**config.mk**
```make
export PLATFORM = sky130hd
export DESIGN_NAME = sorted_list_insert_table_flat
export DESIGN_NICKNAME = d
export VERILOG_FILES = /design/src/hdl/sli_pkg.sv /design/src/hdl/sli_if.sv /design/src/hdl/sli_mem.sv /design/src/hdl/sli_ctrl.sv /design/src/hdl/sorted_list_insert_table.sv /design/src/flat_wrapper.sv
export VERILOG_INCLUDE_DIRS = /design/src /design/src/hdl
export SDC_FILE = /design/constraint.sdc
export NUM_CORES = 1
export LEC_CHECK = 0
export ABC_CLOCK_PERIOD_IN_PS = 6000
export BUFFER_PORTS_ARGS = -buffer_cell sky130_fd_sc_hd__buf_2
export CORE_MARGIN = 2
export CORE_UTILIZATION = 55
export CTS_CLUSTER_DIAMETER = 80
export DETAILED_ROUTE_END_ITERATION = 6
export HOLD_SLACK_MARGIN = 0.15
export PLACE_DENSITY = 0.73
export SYNTH_ARGS = -nofsm -noshare
export SYNTH_HDL_FRONTEND = slang
export SYNTH_HIERARCHICAL = 1
export SYNTH_SLANG_ARGS = --single-unit
```
**constraint.sdc**
```tcl
create_clock -name clk -period 6 [get_ports clk]
set_clock_uncertainty 0.05 [all_clocks]
set_input_delay 0.3 -clock clk [delete_from_list [all_inputs] [get_ports clk]]
set_output_delay 0.3 -clock clk [all_outputs]
set_load 0.01 [all_outputs]
```
**src/hdl/sorted_list_insert_table_assert.svh**
```systemverilog
// Assertion macros for the sorted insertion table.
`ifndef SORTED_LIST_INSERT_TABLE_ASSERT_SVH
`define SORTED_LIST_INSERT_TABLE_ASSERT_SVH

// Same-cycle implication, checked out of reset.
`define SLI_ASSERT_NOW(label, ante, cons, msg) \
	label: assert property (@(posedge clk) disable iff (!arst_n) (ante) |-> (cons)) \
		else $error(msg);

// Next-cycle implication, checked out of reset.
`define SLI_ASSERT_NEXT(label, ante, cons, msg) \
	label: assert property (@(posedge clk) disable iff (!arst_n) (ante) |=> (cons)) \
		else $error(msg);

`endif

```
**src/hdl/sli_pkg.sv**
```systemverilog
// Shared types and constants for the sorted insertion table.
package sli_pkg;

	localparam int TABLE_DEPTH_DEF = 16;
	localparam int VAL_W           = 32;

	typedef logic signed [VAL_W-1:0] value_t;

	typedef enum logic [1:0] {
		KIND_INSERTED = 2'd0,
		KIND_FULL     = 2'd1,
		KIND_LISTED   = 2'd2,
		KIND_EMPTY    = 2'd3
	} kind_t;

	typedef enum logic [0:0] {
		REQ_INSERT  = 1'b0,
		REQ_READOUT = 1'b1
	} req_t;

	typedef enum logic [2:0] {
		ST_IDLE,
		ST_START,
		ST_SHIFT,
		ST_PLACE,
		ST_LIST,
		ST_EMIT
	} state_t;

	// Sequencer to datapath
	typedef struct packed {
		logic  req_ready;
		logic  load_item;
		logic  mem_we;
		logic  wr_item;
		logic  res_load;
		logic  res_from_mem;
		kind_t res_kind;
		logic  res_last;
	} ctrl_t;

	// Datapath to sequencer
	typedef struct packed {
		logic req_valid;
		req_t req_type;
		logic res_free;
		logic key_gt;
	} sts_t;

endpackage

```
**src/hdl/sli_if.sv**
```systemverilog
// Request and result channel interfaces for the sorted insertion table.
interface sli_req_if;
	import sli_pkg::*;

	logic                    valid;
	logic                    ready;
	logic                    req_type;
	logic signed [VAL_W-1:0] item_value;

	modport source (output valid, output req_type, output item_value, input ready);
	modport sink   (input valid, input req_type, input item_value, output ready);
endinterface

interface sli_res_if;
	import sli_pkg::*;

	logic                    valid;
	logic                    ready;
	logic [1:0]              result_kind;
	logic signed [VAL_W-1:0] entry_value;
	logic                    last_result;

	modport source (output valid, output result_kind, output entry_value,
		output last_result, input ready);
	modport sink   (input valid, input result_kind, input entry_value,
		input last_result, output ready);
endinterface

```
**src/hdl/sli_mem.sv**
```systemverilog
// Entry store: one write port, one read port with registered read data.
module sli_mem #(
	parameter int  DEPTH = sli_pkg::TABLE_DEPTH_DEF,
	localparam int AW    = $clog2(DEPTH)
) (
	input  logic            clk,
	input  logic            we,
	input  logic [AW-1:0]   wr_addr,
	input  sli_pkg::value_t wr_data,
	input  logic [AW-1:0]   rd_addr,
	output sli_pkg::value_t rd_data
);
	import sli_pkg::*;

	value_t mem_q [DEPTH];
	value_t rd_data_q;

	always_ff @(posedge clk) begin
		if (we) begin
			mem_q[wr_addr] <= wr_data;
		end
		rd_data_q <= mem_q[rd_addr];
	end

	assign rd_data = rd_data_q;

endmodule

```
**src/hdl/sli_ctrl.sv**
```systemverilog
// Sequencer: entry count, walk index and the insert / read-out steps.
module sli_ctrl #(
	parameter int  DEPTH = sli_pkg::TABLE_DEPTH_DEF,
	localparam int AW    = $clog2(DEPTH),
	localparam int CW    = $clog2(DEPTH + 1)
) (
	input  logic           clk,
	input  logic           arst_n,
	input  sli_pkg::sts_t  sts,
	output sli_pkg::ctrl_t ctrl,
	output logic [AW-1:0]  wr_addr,
	output logic [AW-1:0]  rd_addr,
	output logic [CW-1:0]  count
);
	import sli_pkg::*;

	state_t        state_q, state_d;
	logic [AW-1:0] idx_q, idx_d;
	logic [CW-1:0] count_q, count_d;
	kind_t         kind_q, kind_d;
	req_t          req_q, req_d;
	logic          full;
	logic          last;

	assign full  = (count_q == CW'(DEPTH));
	assign last  = ((CW'(idx_q) + CW'(1)) == count_q);
	assign count = count_q;

	always_ff @(posedge clk or negedge arst_n) begin
		if (!arst_n) begin
			state_q <= ST_IDLE;
			idx_q   <= '0;
			count_q <= '0;
			kind_q  <= KIND_INSERTED;
			req_q   <= REQ_INSERT;
		end else begin
			state_q <= state_d;
			idx_q   <= idx_d;
			count_q <= count_d;
			kind_q  <= kind_d;
			req_q   <= req_d;
		end
	end

	// Next state
	always_comb begin
		state_d = state_q;
		unique case (state_q)
			ST_IDLE: begin
				if (sts.req_valid) state_d = ST_START;
			end
			ST_START: begin
				if (req_q == REQ_INSERT) begin
					if (full)                state_d = ST_EMIT;
					else if (count_q == '0) state_d = ST_PLACE;
					else                     state_d = ST_SHIFT;
				end else begin
					if (count_q == '0) state_d = ST_EMIT;
					else               state_d = ST_LIST;
				end
			end
			ST_SHIFT: begin
				if (!sts.key_gt)              state_d = ST_EMIT;
				else if (idx_q == AW'(1))     state_d = ST_PLACE;
			end
			ST_PLACE: state_d = ST_EMIT;
			ST_LIST: begin
				if (sts.res_free && last) state_d = ST_IDLE;
			end
			ST_EMIT: begin
				if (sts.res_free) state_d = ST_IDLE;
			end
			default: state_d = ST_IDLE;
		endcase
	end

	// Outputs and counter updates
	always_comb begin
		ctrl          = '0;
		ctrl.res_kind = kind_q;
		idx_d         = idx_q;
		count_d       = count_q;
		kind_d        = kind_q;
		req_d         = req_q;
		wr_addr       = idx_q;
		rd_addr       = idx_q;
		unique case (state_q)
			ST_IDLE: begin
				ctrl.req_ready = 1'b1;
				if (sts.req_valid) begin
					ctrl.load_item = 1'b1;
					req_d          = sts.req_type;
				end
			end
			ST_START: begin
				if (req_q == REQ_INSERT) begin
					if (full) begin
						kind_d = KIND_FULL;
					end else begin
						kind_d  = KIND_INSERTED;
						idx_d   = count_q[AW-1:0];
						rd_addr = count_q[AW-1:0] - AW'(1);
					end
				end else begin
					kind_d  = (count_q == '0) ? KIND_EMPTY : KIND_LISTED;
					idx_d   = '0;
					rd_addr = '0;
				end
			end
			ST_SHIFT: begin
				// read data holds the entry just below idx
				ctrl.mem_we = 1'b1;
				if (sts.key_gt) begin
					idx_d   = idx_q - AW'(1);
					rd_addr = idx_q - AW'(2);
				end else begin
					ctrl.wr_item = 1'b1;
					count_d      = count_q + CW'(1);
				end
			end
			ST_PLACE: begin
				ctrl.mem_we  = 1'b1;
				ctrl.wr_item = 1'b1;
				count_d      = count_q + CW'(1);
			end
			ST_LIST: begin
				if (sts.res_free) begin
					ctrl.res_load     = 1'b1;
					ctrl.res_from_mem = 1'b1;
					ctrl.res_kind     = KIND_LISTED;
					ctrl.res_last     = last;
					if (!last) begin
						idx_d   = idx_q + AW'(1);
						rd_addr = idx_q + AW'(1);
					end
				end
			end
			ST_EMIT: begin
				if (sts.res_free) begin
					ctrl.res_load = 1'b1;
					ctrl.res_last = 1'b1;
				end
			end
			default: begin
				ctrl = '0;
			end
		endcase
	end

endmodule

```
**src/hdl/sorted_list_insert_table.sv**
```systemverilog
// Top level of the sorted insertion table: item register, compare, result register.
//
//   channel | dir | payload                                  | transfer
//   req     | in  | req_type, item_value                      | valid && ready
//   res     | out | result_kind, entry_value, last_result     | valid && ready
//
// Insert: each stored entry greater than the new value moves up one place
// (one compare-and-move step per cycle through the single store write port).
// Read out: one listed entry per cycle while res is ready.
// Full and empty answers are single status results. req is ready only in idle.
// Reset empties the table by clearing the entry count; no clearing pass.
// A stalled res holds the sequencer in place; nothing is dropped.
`include "sorted_list_insert_table_assert.svh"

module sorted_list_insert_table #(
	parameter int TABLE_DEPTH = sli_pkg::TABLE_DEPTH_DEF
) (
	input logic   clk,
	input logic   arst_n,
	sli_req_if.sink   req,
	sli_res_if.source res
);
	import sli_pkg::*;

	localparam int AW = $clog2(TABLE_DEPTH);
	localparam int CW = $clog2(TABLE_DEPTH + 1);

	ctrl_t         ctrl;
	sts_t          sts;
	logic [AW-1:0] wr_addr;
	logic [AW-1:0] rd_addr;
	logic [CW-1:0] count;
	value_t        rd_data;
	value_t        wr_data;
	value_t        item_q;

	logic          res_valid_q;
	kind_t         res_kind_q;
	value_t        res_value_q;
	logic          res_last_q;

	always_ff @(posedge clk) begin
		if (ctrl.load_item) begin
			item_q <= req.item_value;
		end
	end

	assign sts.req_valid = req.valid;
	assign sts.req_type  = req_t'(req.req_type);
	assign sts.res_free  = !res_valid_q || res.ready;
	assign sts.key_gt    = (rd_data > item_q);

	assign wr_data = ctrl.wr_item ? item_q : rd_data;

	sli_ctrl #(.DEPTH(TABLE_DEPTH)) u_ctrl (
		.clk     (clk),
		.arst_n  (arst_n),
		.sts     (sts),
		.ctrl    (ctrl),
		.wr_addr (wr_addr),
		.rd_addr (rd_addr),
		.count   (count)
	);

	sli_mem #(.DEPTH(TABLE_DEPTH)) u_mem (
		.clk     (clk),
		.we      (ctrl.mem_we),
		.wr_addr (wr_addr),
		.wr_data (wr_data),
		.rd_addr (rd_addr),
		.rd_data (rd_data)
	);

	always_ff @(posedge clk or negedge arst_n) begin
		if (!arst_n) begin
			res_valid_q <= 1'b0;
		end else if (ctrl.res_load) begin
			res_valid_q <= 1'b1;
		end else if (res.ready) begin
			res_valid_q <= 1'b0;
		end
	end

	always_ff @(posedge clk) begin
		if (ctrl.res_load) begin
			res_kind_q  <= ctrl.res_kind;
			res_value_q <= ctrl.res_from_mem ? rd_data : '0;
			res_last_q  <= ctrl.res_last;
		end
	end

	assign req.ready       = ctrl.req_ready;
	assign res.valid       = res_valid_q;
	assign res.result_kind = res_kind_q;
	assign res.entry_value = res_value_q;
	assign res.last_result = res_last_q;

	`SLI_ASSERT_NEXT(a_busy_after_req, req.valid && req.ready, !req.ready, "req ready right after a transfer")
	`SLI_ASSERT_NOW(a_count_bound, 1'b1, count <= CW'(TABLE_DEPTH), "entry count beyond table depth")
	`SLI_ASSERT_NOW(a_status_final, res.valid && res.result_kind != KIND_LISTED, res.last_result && res.entry_value == '0, "status result not final or nonzero")
	`SLI_ASSERT_NOW(a_write_busy, ctrl.mem_we, !req.ready, "store written while idle")

endmodule

```
**src/flat_wrapper.sv**
```systemverilog
// flat-port wrapper written by rule: the top's interface ports become plain ports
module sorted_list_insert_table_flat import sli_pkg::*;
#(
	parameter int TABLE_DEPTH = sli_pkg::TABLE_DEPTH_DEF
)
  (clk, arst_n, req_valid, req_req_type, req_item_value, req_ready, res_valid, res_result_kind, res_entry_value, res_last_result, res_ready);
  sli_req_if req_i ();
  sli_res_if res_i ();
  input logic clk;
  input logic arst_n;
  input wire logic [$bits(req_i.valid)-1:0] req_valid;
  input wire logic [$bits(req_i.req_type)-1:0] req_req_type;
  input wire logic [$bits(req_i.item_value)-1:0] req_item_value;
  output wire logic [$bits(req_i.ready)-1:0] req_ready;
  output wire logic [$bits(res_i.valid)-1:0] res_valid;
  output wire logic [$bits(res_i.result_kind)-1:0] res_result_kind;
  output wire logic [$bits(res_i.entry_value)-1:0] res_entry_value;
  output wire logic [$bits(res_i.last_result)-1:0] res_last_result;
  input wire logic [$bits(res_i.ready)-1:0] res_ready;
  assign req_i.valid = req_valid;
  assign req_i.req_type = req_req_type;
  assign req_i.item_value = req_item_value;
  assign req_ready = req_i.ready;
  assign res_valid = res_i.valid;
  assign res_result_kind = res_i.result_kind;
  assign res_entry_value = res_i.entry_value;
  assign res_last_result = res_i.last_result;
  assign res_i.ready = res_ready;
  sorted_list_insert_table #(.TABLE_DEPTH(TABLE_DEPTH)) u_core (.clk(clk), .arst_n(arst_n), .req(req_i), .res(res_i));
endmodule
```
==> Flow_metrics.wiki <==
{| class="wikitable"
! Metric !! Value
|-
| Outcome || completed
|-
| Total overflow reported by the global router || 0
|-
| Max-capacitance violation count || 0
|-
| Die X || 216.3 um
|-
| Die span in y || 216.3 um
|-
| Post-synthesis cell type count || 65
|-
| Crit-path max FO || 23
|-
| Number of cells upsized or downsized after cts || 0
|-
| Post-synthesis net count || 1355
|-
| Fraction of final layout cells with drive strength greater than 1 || 27.49%
|-
| Relative slew margins || 21.47%
|-
| CP max stage delay || 0.65 ns
|-
| Fin Setup TNS || 0 ns
|-
| Worst Setup Start Kind || flip-flop
|-
| Via count || 12.61k
|-
| Placed cell count || 1916
|-
| Worst slew pin tran || 1.178 ns
|-
| Final #Nets || 1500
|-
| Hold Vio Cnt, Final || 0
|-
| Most used standard cell by instance count after synthesis || edfxtp_1
|-
| Cell area after placement || 0.02619 mm^2
|-
| Yosys top cell by area || edfxtp_1
|-
| Antenna violations before repair || 1
|-
| Critical path class || flip-flop to flip-flop
|-
| Kind of end point of the critical path || flip-flop
|-
| Buffers added on ports || 73
|-
| Primary flip-flop cell chosen by synthesis mapping || edfxtp_1
|-
| Clock net sink count || 627
|-
| Number of buffers and inverters on the critical path || 4
|-
| Number of buffers on the longest clock path || 3
|-
| Final-layout worst hold slack || 0.2451 ns
|-
| Post-CTS Hold Buffers || 36
|-
| Routed wire length per instance || 25.99 um
|-
| Relative area change from synthesis to final layout || 15.10%
|-
| Number of buffers inserted to repair setup after CTS || 0
|-
| Clock H-tree levels || 2
|-
| Post-route total power || 0.01567 W
|-
| Starting density of the core || 55.95%
|-
| Cell-by-cell trace of the critical path || inv_1 -> ha_1 -> nand4_1 -> or2_1 -> nor3_1 -> o41ai_1 -> o211ai_1 -> mux2i_1 -> buf_4 -> nand3b_1 -> a21oi_1 -> or2_2 -> nand3_1 -> a211o_4 -> buf_12 -> buf_12 -> mux4_2 -> a22oi_1 -> nand2_1
|-
| Delay-heaviest family, CP || simple AND/OR/NAND/NOR gates
|-
| Diodes inserted || 0
|-
| Total wirelength of the detailed-routed design || 53670 um
|-
| PD cells || 549.0 mW/mm^2
|-
| Finish-stage setup viols || 0
|-
| Setup repair after global routing missed its margin || no
|-
| ANT nets after route || 0
|-
| Cell mode on critical path || buf_12
|-
| Final critical-path required period || 5.203 ns
|-
| Violation count after the first detailed-route iteration || 1358
|-
| # DRC || 0
|-
| Pin count of the biggest net entering global routing || 55
|-
| Largest cells by area after synthesis || edfxtp_1 70%, mux4_2 12%, dfxtp_1 2.6%
|-
| Clock insertion delay at the later pin of the skew report || 0.62 ns
|-
| Final worst path period share || 86.71%
|-
| Synth top area share || 70.11%
|-
| Worst Path Arrival || 5.66 ns
|-
| Num ports || 74
|-
| Filler cells || 2952
|-
| Drt first pass iters || 5
|-
| Max frequency || 0.1922 GHz
|-
| Ranking of synthesized cells by instance count || 579 x edfxtp_1, 128 x mux4_2, 65 x a22oi_1
|-
| Final design instance area without fill || 0.02854 mm^2
|-
| Leak || 9.625 nW
|-
| Type of the worst min-delay path || input port to flip-flop
|-
| Final cell count without fillers || 2065
|-
| Worst vdd ir || 0.4368 mV
|-
| Sequential fraction of the synthesis area || 74.31%
|-
| Global-route wire length before repair || 80740 um
|-
| Syn. warnings || 6
|-
| Estimated wirelength of the detail-placed design || 27950 um
|-
| Total routing usage reported by global routing || 23.47%
|-
| Slowest stage cell on the critical path || nor3_1
|-
| Area of the core || 0.04432 mm^2
|-
| Root buf cell || clkbuf_16
|-
| Post-synthesis average cell area || 19.42 um^2
|-
| Fin. max-slew vios || 0
|-
| Inserted Clock Buffers || 60
|-
| Vias in the first global route || 12.88k
|-
| Num rows || 77
|-
| Post-synthesis async set-or-reset flop share || 2.552%
|-
| Number of synthesized register bits || 627
|-
| Number of enable flip-flop cells after synthesis || 579
|-
| Cell count after synthesis || 1277
|-
| CTS tree || built
|-
| Gpl congestion || 0.8761
|-
| WP data required || 6.45 ns
|-
| Die area || 0.04680 mm^2
|-
| Worst-path clk slew || 0.06 ns
|-
| DR vias/cell || 6.106
|-
| Area of the mapped netlist || 0.02480 mm^2
|}
## cell usage in the layout (no fill, tap or decap), types with 27 or more instances in the layout
master	Yosys	final
a22oi_1	65	65
and2_1	36	35
buf_2	14	73
buf_4	13	27
clkbuf_16	0	60
dfxtp_1	32	32
dlygate4sd3_1	0	36
edfxtp_1	579	579
ha_1	41	41
inv_1	41	41
mux2_2	31	31
mux4_2	128	128
nand2_1	54	54
## cells by family after synthesis
kind of cell / after synthesis / share of synthesized area [%]
AOI/OAI and AO/OA: 144 / 4.249
xor gates and xnor gates: 14 / 0.4944
adders and majority gates: 41 / 2.069
DFF: 627 / 74.31
muxes: 161 / 13.11
and+or+nand+nor: 184 / 3.830
buffers and inverters: 106 / 1.932
## report_power, final
group,leakage [nW],internal [W],total (W),switching [W]
sequential,5.74,0.00589,0.00620,0.000318
combinational,2.90,0.00258,0.00569,0.00311
clock,0.981,0.00219,0.00377,0.00158
total,9.62,0.0107,0.0157,0.00501
## metrics by stage
step,util (%),worst slack (ns)
2_1_floorplan,-,1.748
3_3_place_gp,59.10,0.8520
3_5_place_dp,59.10,0.8837
4_1_cts,64.40,0.8698
5_1_grt,64.40,0.5428
6_report,64.40,0.7974
## final cells by class
class | instances | area [um^2] | share of cell area [%]
clock inverter | 39 | 396.6 | 1.390
multi-input combinational | 544 | 6061 | 21.23
inverter | 41 | 153.9 | 0.5392
clock buffer | 74 | 1594 | 5.585
sequential | 627 | 18430 | 64.56
tap | 592 | 740.7 | 2.595
timing repair buffer | 148 | 1169 | 4.094
## layer usage
layer | vias to the layer above | wire length [um] | track usage (%)
li1 | 5457 | - | -
met3 | 96 | 3610 | 3.312
met2 | 517 | 27360 | 39.18
met4 | 0 | 1402 | 7.945
met1 | 6538 | 21300 | 32.25
met5 | - | 0 | 0
## worst min-delay path: cells and delay by family
kind,cells,cell delay [ns]
buf+inv,1,0.07
simple gates,2,0.49
## sequential cells by signal, summed over array words and instances (netlist names)
signal	count
u_core/item_q	32
u_core/res.entry_value	32
u_core/res.last_result	1
u_core/res.result_kind	2
u_core/res.valid	1
u_core/u_ctrl/count	5
u_core/u_ctrl/kind_q	2
u_core/u_ctrl/req_q	1
u_core/u_ctrl/state_q	3
u_core/u_ctrl/wr_addr	4
u_core/u_mem/mem_q	512
u_core/u_mem/rd_data	32
## path summary, 6_finish.rpt
| check | from | endpoint | slack (ns) | cells after the start |
|---|---|---|---|---|
| hold reg to reg | u_core/u_ctrl/kind_q[1] | u_core/u_ctrl/kind_q[1] | 0.44 | 2 |
| min in group asynchronous | arst_n | u_core/u_ctrl/count[0] | 0.79 | 3 |
| hold / removal | res_ready | u_core/res.valid | 0.25 | 3 |
| setup / recovery | u_core/item_q[31] | u_core/u_mem/rd_data[9] | 0.80 | 19 |
| setup reg to reg | u_core/item_q[31] | u_core/u_mem/rd_data[9] | 0.80 | 19 |
| max in group asynchronous | arst_n | u_core/u_ctrl/kind_q[1] | 4.60 | 3 |
Power figures use the tool's default switching activity.
